File: src/design/rcdt_pkg.sv
// shared types and constants for the rc discharge timing capture block
// no dependencies
package rcdt_pkg;

  localparam int SLOTS      = 8;
  localparam int PIN_BITS   = 8;
  localparam int STAMP_BITS = 16;
  localparam int OUT_BITS   = 16;

  typedef enum logic [1:0] {
    ACT_TICK   = 2'd0,
    ACT_ARM    = 2'd1,
    ACT_SAMPLE = 2'd2,
    ACT_READ   = 2'd3
  } action_t;

  typedef logic [PIN_BITS-1:0]   pins_t;
  typedef logic [STAMP_BITS-1:0] stamp_t;
  typedef logic [OUT_BITS-1:0]   time_t;

  typedef struct packed {
    logic frame_tick;
    logic sample;
  } lane_ctrl_t;

endpackage

File: src/design/rcdt_if.sv
// valid/ready channel interfaces for input items and result items
// depends on rcdt_pkg
interface rcdt_in_if;
  import rcdt_pkg::*;

  logic    valid;
  logic    ready;
  action_t action;
  pins_t   pin_levels;
  stamp_t  timestamp;

  modport source (output valid, output action, output pin_levels, output timestamp,
                  input ready);
  modport sink (input valid, input action, input pin_levels, input timestamp,
                output ready);
endinterface

interface rcdt_out_if;
  import rcdt_pkg::*;

  logic  valid;
  logic  ready;
  time_t time_0;
  time_t time_1;
  time_t time_2;
  time_t time_3;
  time_t time_4;
  time_t time_5;
  time_t time_6;
  time_t time_7;

  modport source (output valid, output time_0, output time_1, output time_2,
                  output time_3, output time_4, output time_5, output time_6,
                  output time_7, input ready);
  modport sink (input valid, input time_0, input time_1, input time_2,
                input time_3, input time_4, input time_5, input time_6,
                input time_7, output ready);
endinterface

File: src/design/rcdt_lane.sv
// one sensor channel: pending flag, last edge time and latched time
// depends on rcdt_pkg
module rcdt_lane #(
  parameter int TW = 16
) (
  input  logic                clk,
  input  logic                rst,
  input  rcdt_pkg::lane_ctrl_t ctrl,
  input  logic                pin,
  input  logic [TW-1:0]       stamp,
  output logic [TW-1:0]       latched
);
  import rcdt_pkg::*;

  logic          pending;
  logic [TW-1:0] edge_time;

  always_ff @(posedge clk) begin
    if (rst) begin
      pending   <= 1'b0;
      edge_time <= '0;
      latched   <= '0;
    end else if (ctrl.frame_tick) begin
      pending <= 1'b1;
      latched <= pending ? {TW{1'b1}} : edge_time;
    end else if (ctrl.sample) begin
      pending <= pin;
      if (pending && !pin) begin
        edge_time <= stamp;
      end
    end
  end

endmodule

File: src/design/rcdt_merge.sv
// merge stage: reverses channel order into one result and buffers it
// in an output register with a skid entry; depends on rcdt_pkg, rcdt_if
module rcdt_merge #(
  parameter int CHANNELS = 8,
  parameter int TW       = 16
) (
  input  logic          clk,
  input  logic          rst,
  input  logic          push,
  input  logic [TW-1:0] latched [CHANNELS],
  output logic          full,
  rcdt_out_if.source    result
);
  import rcdt_pkg::*;

  time_t res      [SLOTS];
  time_t out_q    [SLOTS];
  time_t skid_q   [SLOTS];
  logic  out_valid;
  logic  skid_valid;
  logic  pop;

  always_comb begin
    for (int k = 0; k < SLOTS; k++) begin
      res[k] = '0;
    end
    for (int c = 0; c < CHANNELS; c++) begin
      res[SLOTS-1-c] = time_t'(latched[c]);
    end
  end

  assign pop  = out_valid && result.ready;
  assign full = skid_valid;

  always_ff @(posedge clk) begin
    if (rst) begin
      out_valid  <= 1'b0;
      skid_valid <= 1'b0;
    end else if (!out_valid) begin
      if (push) begin
        out_q     <= res;
        out_valid <= 1'b1;
      end
    end else if (pop) begin
      if (skid_valid) begin
        out_q      <= skid_q;
        skid_valid <= 1'b0;
      end else if (push) begin
        out_q <= res;
      end else begin
        out_valid <= 1'b0;
      end
    end else if (push) begin
      skid_q     <= res;
      skid_valid <= 1'b1;
    end
  end

  assign result.valid  = out_valid;
  assign result.time_0 = out_q[0];
  assign result.time_1 = out_q[1];
  assign result.time_2 = out_q[2];
  assign result.time_3 = out_q[3];
  assign result.time_4 = out_q[4];
  assign result.time_5 = out_q[5];
  assign result.time_6 = out_q[6];
  assign result.time_7 = out_q[7];

`ifndef SYNTH
  a_skid_behind_out: assert property (@(posedge clk) disable iff (rst)
    skid_valid |-> out_valid) else $error("skid entry without output entry");
  a_no_push_full: assert property (@(posedge clk) disable iff (rst)
    !(push && skid_valid)) else $error("read pushed into full buffer");
  a_push_shows: assert property (@(posedge clk) disable iff (rst)
    push && !out_valid |=> out_valid) else $error("pushed read not presented");
`endif

endmodule

File: src/design/rc_discharge_timing_capture.sv
// rc discharge timer top level: action decode, capture arm flag, per-channel lanes, merge stage
// one item accepted per cycle unless the input stalls; each accepted read result is registered
// a read's result is shown from the output register; a second entry lets input continue
// input stalls only when both output entries hold untaken results
// synchronous reset clears pending flags, arm flag, edge and latched times
// depends on rcdt_pkg, rcdt_if, rcdt_lane, rcdt_merge
module rc_discharge_timing_capture #(
  parameter int CHANNELS  = 8,
  parameter int TIME_BITS = 16
) (
  input  logic     clk,
  input  logic     rst,
  rcdt_in_if.sink  item,
  rcdt_out_if.source result
);
  import rcdt_pkg::*;

  localparam int TW = (TIME_BITS < STAMP_BITS) ? TIME_BITS : STAMP_BITS;

  logic          accept;
  logic          armed;
  logic          full;
  logic          push;
  lane_ctrl_t    lane_ctrl;
  logic [TW-1:0] latched [CHANNELS];

  assign item.ready = !full;
  assign accept     = item.valid && item.ready;

  assign lane_ctrl.frame_tick = accept && (item.action == ACT_TICK);
  assign lane_ctrl.sample     = accept && (item.action == ACT_SAMPLE) && armed;
  assign push                 = accept && (item.action == ACT_READ);

  always_ff @(posedge clk) begin
    if (rst) begin
      armed <= 1'b0;
    end else if (lane_ctrl.frame_tick) begin
      armed <= 1'b0;
    end else if (accept && (item.action == ACT_ARM)) begin
      armed <= 1'b1;
    end
  end

  for (genvar c = 0; c < CHANNELS; c++) begin : g_lane
    rcdt_lane #(.TW(TW)) u_lane (
      .clk     (clk),
      .rst     (rst),
      .ctrl    (lane_ctrl),
      .pin     (item.pin_levels[c]),
      .stamp   (item.timestamp[TW-1:0]),
      .latched (latched[c])
    );
  end

  rcdt_merge #(.CHANNELS(CHANNELS), .TW(TW)) u_merge (
    .clk     (clk),
    .rst     (rst),
    .push    (push),
    .latched (latched),
    .full    (full),
    .result  (result)
  );

`ifndef SYNTH
  a_sample_armed: assert property (@(posedge clk) disable iff (rst)
    lane_ctrl.sample |-> armed) else $error("sample taken while disarmed");
  a_tick_disarms: assert property (@(posedge clk) disable iff (rst)
    lane_ctrl.frame_tick |=> !armed) else $error("frame tick left capture armed");
  a_ctrl_exclusive: assert property (@(posedge clk) disable iff (rst)
    $onehot0({lane_ctrl.frame_tick, lane_ctrl.sample, push}))
    else $error("more than one action decoded");
`endif

endmodule

File: src/flat_wrapper.sv
// flat-port wrapper written by rule: the top's interface ports become plain ports
module rc_discharge_timing_capture_flat import rcdt_pkg::*;
#(
  parameter int CHANNELS  = 8,
  parameter int TIME_BITS = 16
)
  (clk, rst, item_valid, item_action, item_pin_levels, item_timestamp, item_ready, result_valid, result_time_0, result_time_1, result_time_2, result_time_3, result_time_4, result_time_5, result_time_6, result_time_7, result_ready);
  rcdt_in_if item_i ();
  rcdt_out_if result_i ();
  input  logic clk;
  input  logic rst;
  input wire logic [$bits(item_i.valid)-1:0] item_valid;
  input wire logic [$bits(item_i.action)-1:0] item_action;
  input wire logic [$bits(item_i.pin_levels)-1:0] item_pin_levels;
  input wire logic [$bits(item_i.timestamp)-1:0] item_timestamp;
  output wire logic [$bits(item_i.ready)-1:0] item_ready;
  output wire logic [$bits(result_i.valid)-1:0] result_valid;
  output wire logic [$bits(result_i.time_0)-1:0] result_time_0;
  output wire logic [$bits(result_i.time_1)-1:0] result_time_1;
  output wire logic [$bits(result_i.time_2)-1:0] result_time_2;
  output wire logic [$bits(result_i.time_3)-1:0] result_time_3;
  output wire logic [$bits(result_i.time_4)-1:0] result_time_4;
  output wire logic [$bits(result_i.time_5)-1:0] result_time_5;
  output wire logic [$bits(result_i.time_6)-1:0] result_time_6;
  output wire logic [$bits(result_i.time_7)-1:0] result_time_7;
  input wire logic [$bits(result_i.ready)-1:0] result_ready;
  assign item_i.valid = item_valid;
  assign item_i.action = item_action;
  assign item_i.pin_levels = item_pin_levels;
  assign item_i.timestamp = item_timestamp;
  assign item_ready = item_i.ready;
  assign result_valid = result_i.valid;
  assign result_time_0 = result_i.time_0;
  assign result_time_1 = result_i.time_1;
  assign result_time_2 = result_i.time_2;
  assign result_time_3 = result_i.time_3;
  assign result_time_4 = result_i.time_4;
  assign result_time_5 = result_i.time_5;
  assign result_time_6 = result_i.time_6;
  assign result_time_7 = result_i.time_7;
  assign result_i.ready = result_ready;
  rc_discharge_timing_capture #(.CHANNELS(CHANNELS), .TIME_BITS(TIME_BITS)) u_core (.clk(clk), .rst(rst), .item(item_i), .result(result_i));
endmodule
File: config.mk
export PLATFORM = sky130hd
export DESIGN_NAME = rc_discharge_timing_capture_flat
export DESIGN_NICKNAME = d
export VERILOG_FILES = /design/src/design/rcdt_pkg.sv /design/src/design/rcdt_if.sv /design/src/design/rcdt_lane.sv /design/src/design/rcdt_merge.sv /design/src/design/rc_discharge_timing_capture.sv /design/src/flat_wrapper.sv
export SDC_FILE = /design/constraint.sdc
export NUM_CORES = 1
export LEC_CHECK = 0
export ABC_CLOCK_PERIOD_IN_PS = 24200
export BUFFER_PORTS_ARGS = -buffer_cell sky130_fd_sc_hd__buf_2
export CAP_MARGIN = 20
export CELL_PAD_IN_SITES_DETAIL_PLACEMENT = 1
export CELL_PAD_IN_SITES_GLOBAL_PLACEMENT = 2
export CORE_MARGIN = 2
export CORE_UTILIZATION = 35
export DETAILED_ROUTE_END_ITERATION = 10
export PLACE_DENSITY_LB_ADDON = 0.1
export REMOVE_ABC_BUFFERS = 1
export SKIP_CTS_REPAIR_TIMING = 1
export SLEW_MARGIN = 10
export SYNTH_ARGS = -nofsm -noshare
export SYNTH_HDL_FRONTEND = slang
export SYNTH_SLANG_ARGS = --single-unit
File: constraint.sdc
create_clock -name clk -period 24.2 [get_ports clk]
set_input_delay 4.84 -clock clk [delete_from_list [all_inputs] [get_ports clk]]
set_output_delay 4.84 -clock clk [all_outputs]
set_load 0.02 [all_outputs]
* Yosys cells after proc, flatten, opt, wreduce, memory -nomap -nowiden
Cells that the tools add are included.
** Word-level totals
- Bits in registers :: 523
- Output and inout bits :: 130
- Word-level logic and storage cells :: 123
** Operators by class
- Equality and inequality tests :: 4
- Mux-type cells :: 34
- Bitwise logic cells :: 3
- Reductions and logical operators :: 39
** Operators by type and width (count)
- $mux 128 :: 4
- $mux 16 :: 8
- $reduce_and 3->1 :: 8
- $mux 1 :: 22
- $logic_and 1x1->1 :: 15
- $logic_not 1->1 :: 9
- $eq 2x2->1 const B :: 2
- $reduce_and 2->1 :: 2
- $reduce_and 4->1 :: 1
- $reduce_bool 2->1 :: 2
- $not 1->1 :: 3
- $eq 2x1->1 const B :: 1
- $logic_not 2->1 :: 1
- $ne 2x1->1 const B :: 1
- $reduce_or 2->1 :: 1

* Logic depth before layout (Yosys ltp)
- Depth after elaboration :: 7
- Mapped depth :: 8
- Mapped depth without buffers :: 3

* Modules after synthesis
Synthesis repeated with hierarchy kept, for this count alone.
** Second synthesis, totals
- Cell total of the unflattened synthesis :: 1872
- Area, all modules :: 21911.0 µm²
** Modules (own cells, without submodules)
- rcdt_lane :: instances 8, cells an instance 146, area an instance 1385.1 µm², seq. area each 660.6 µm²
- rcdt_merge :: instances 1, cells an instance 694, area an instance 10735.3 µm², seq. area each 7727.4 µm²
- rc_discharge_timing_capture :: instances 1, cells an instance 10, area an instance 95.1 µm², seq. area each 20.0 µm²

* Worst setup path before layout
No wires, ideal clock.
- Kind :: in2reg
- From :: in rst
- To :: reg u_core.u_merge.skid_q[0] in the netlist's numbering (enable)
- Arrival time :: 18.403 ns
- Data required time :: 23.225 ns
- Setup slack :: 4.822 ns
- Stages on the path :: 4
- Path buffers :: 3
- Path through :: buf_2 buf_2 clkbuf_1 nor4b_1
** On the way
- Cells in the longest elaborated chain, start to end :: 2
** RTL lines
- start, declared :: line flat_wrapper.sv:11 : input logic rst;
- $not 1->1 (no line)
- $reduce_and 4->1 (no line)
- end signal, assigned :: line rcdt_merge.sv:54 : skid_q <= res;
- end, declared :: line rcdt_merge.sv:18 : time_t skid_q [SLOTS];
Every way passes these cells.
A chain may end at the register's enable or synchronous reset.

* Worst setup path after layout
- From :: in rst
- To :: reg u_core.u_merge.skid_q[33] in the netlist's numbering (enable)
The elaborated chain is that of the path after synthesis.

==> run metrics <==
routability cong. just under 0.7; post-synthesis compound-gate area fraction under 10%; xor/xnor share of the synthesized area 0%; Die Width 245 um; Port Buf Inserts 159; crit share post-route between 30 and 40%; WP data required ~24 ns; post-synthesis mux area share 6.28%; biggest regs u_core.g_lane.u_lane.edge_time x128, u_core.g_lane.u_lane.latched x128, u_core.u_merge.skid_q x128; fraction of layout cells with a size suffix above 1 14.4%; initial antenna violation count 0; Layout area overhead 15.6%; Root Driver clkbuf_16; fmax 134 MHz; fin crit period ~7.5 ns; Final Hold Vio Count 0; placeable core area 0.0577 sq mm; H-tree depth 2; met2 Usage GRT a little under a third; Pleak between 9 and 10 nW; pins over their slew limit 0; site row count 88; CP startpoint kind input port; Setup TNS 0 ns; CP max FO approximately 170; clock skew between 0.02 and 0.025 ns; Data arrival, critical path 7.71 ns; die area around 0.060 sq mm; met3 Usage GRT under 10%; total track usage between 10% and 20%; largest net degree at the start of global routing 173; CTS sink count approximately 520; simple-gate share of the synthesized area 21.2%; post-DR wirelength/cell between 20 and 25 um; ys async rst share 0%; Ys Warns 0; Hold Slack approximately 0.45 ns; total number of vias approximately 14000; post-route ant nets 0; vias in the first global route approximately 15000; Detailed Routing Iterations Pass 1 5; GRT busiest layer met2; # setup viols final 0; Clk Latency, worst-skew pair ~0.61 ns; Mapped Cells ~1900; Top FF cell, synth dfxtp_1; worst vdd ir around 0.000053 V; max-cap violations 0; DRT iter0 DRCs roughly 650; final core occ 40.9%; Yosys cell types 28; global-route congestion overflow total 0; largest family of logic cells by synthesized area simple AND/OR/NAND/NOR gates; Yosys top cell by area edfxtp_1; global-route wire length before repair 89800 um; nets 2020; synthesized area approximately 0.020 sq mm; CTS tree built; adder-cell share of the synthesized area 0%; top cells by instance count after synthesis dfxtp_1 (267), nor2_1 (264), nand2_1 (257), edfxtp_1 (256), nor3_1 (250); slew at the pin closest to its max-slew limit roughly 1.1 ns; vias per cell between 5 and 6; final wirelength between 50000 and 60000 um; CTS Buffer Depth 3; Worst Path Class, Setup in2reg; status completed; Initial Util approximately 35%; cts bufs inserted 55; sequential element share of the synthesized area between 60 and 70%; Post-synth EDFFs 256; HP Class reg2reg; DRC viols 0; Post-DP HPWL approximately 33000 um; Area contributors post-synth edfxtp_1 (38%), dfxtp_1 (26%), mux2i_1 (6.3%); Reg clk slew, reported paths 0.07 ns; top-area cell type share of the netlist area 37.7%; GRT met1 Usage 26.4%; CP Capture Type register; io pins 160; most common cell in the netlist dfxtp_1; Die Span Y roughly 250 um; Post-Syn Area per Cell 10.7 sq um; Yosys reg bits between 500 and 600; Pwr Density 83.7 mW/mm^2; unrepaired setup endpoints after global routing false; # diodes 0; Max-slew headroom 23.6%
[per-stage QoR]
stage,total power [mW],instances,worst slack (ns),area [sq um]
floorplan,1.08,1744,1.56,19600
global placement,1.13,2690,16.18,21600
detailed placement,1.14,2695,16.17,21700
CTS,2.01,2799,16.80,23500
global route,2.05,2802,16.58,23600
finish,1.98,2802,16.71,23600
[logic make-up after synthesis]
kind of cell,after synthesis
buf+inv,173
simple gates,939
mux,128
compound gates,151
flops,523
[worst paths after layout]
path	from	to	slack [ns]	depth (start not counted)
setup / recovery	rst	u_core.u_merge.skid_q[33]	16.71	5
setup reg to reg	u_core.u_merge.full	u_core.u_merge.result.time_3[15]	21.27	4
hold reg to reg	u_core.g_lane[6].u_lane.latched[11]	u_core.u_merge.skid_q[107]	0.45	0
hold / removal	u_core.g_lane[6].u_lane.latched[11]	u_core.u_merge.skid_q[107]	0.45	0
[per-layer routing]
metal	wire length [um]	vias up
li1	-	6799
met1	27500	7239
met2	27600	176
met3	1680	69
met4	986	0
met5	0	-
[area by class of cell]
class	count	area (sq um)
clock inverters	18	165
clock buffers	86	1690
flip-flops and latches	523	13000
inverters	3	11.3
multi-input cells	1218	6600
fillers	6383	34100
repair buffers	189	1140
well taps	765	957
[placed cells by master (no fill, tap or decap), types with 6 or more instances in the layout]
master and count:
nor2_1 264, clkbuf_1 14, nand2_1 256, edfxtp_1 256
dfxtp_1 267, nand4b_1 6, nor3_2 6, clkbuf_16 58
buf_4 21, buf_2 158, mux2i_1 128, clkbuf_8 14
clkinv_2 10, nor3_1 250, nand2b_1 146, a31oi_1 136
a211oi_1 9
[power breakdown]
part,total (mW),switching (mW),internal [mW]
registers,0.988,0.0262,0.962
logic,0.126,0.0841,0.0421
clock network,0.862,0.361,0.501
total,1.98,0.471,1.51
[worst max-delay path, stage by stage]
cell and delay [ns]:
clkbuf_8 0.31, buf_12 0.44, nor4b_2 0.39, buf_4 0.61, buf_4 0.75
Note: power is estimated with default switching activity, not from simulation.
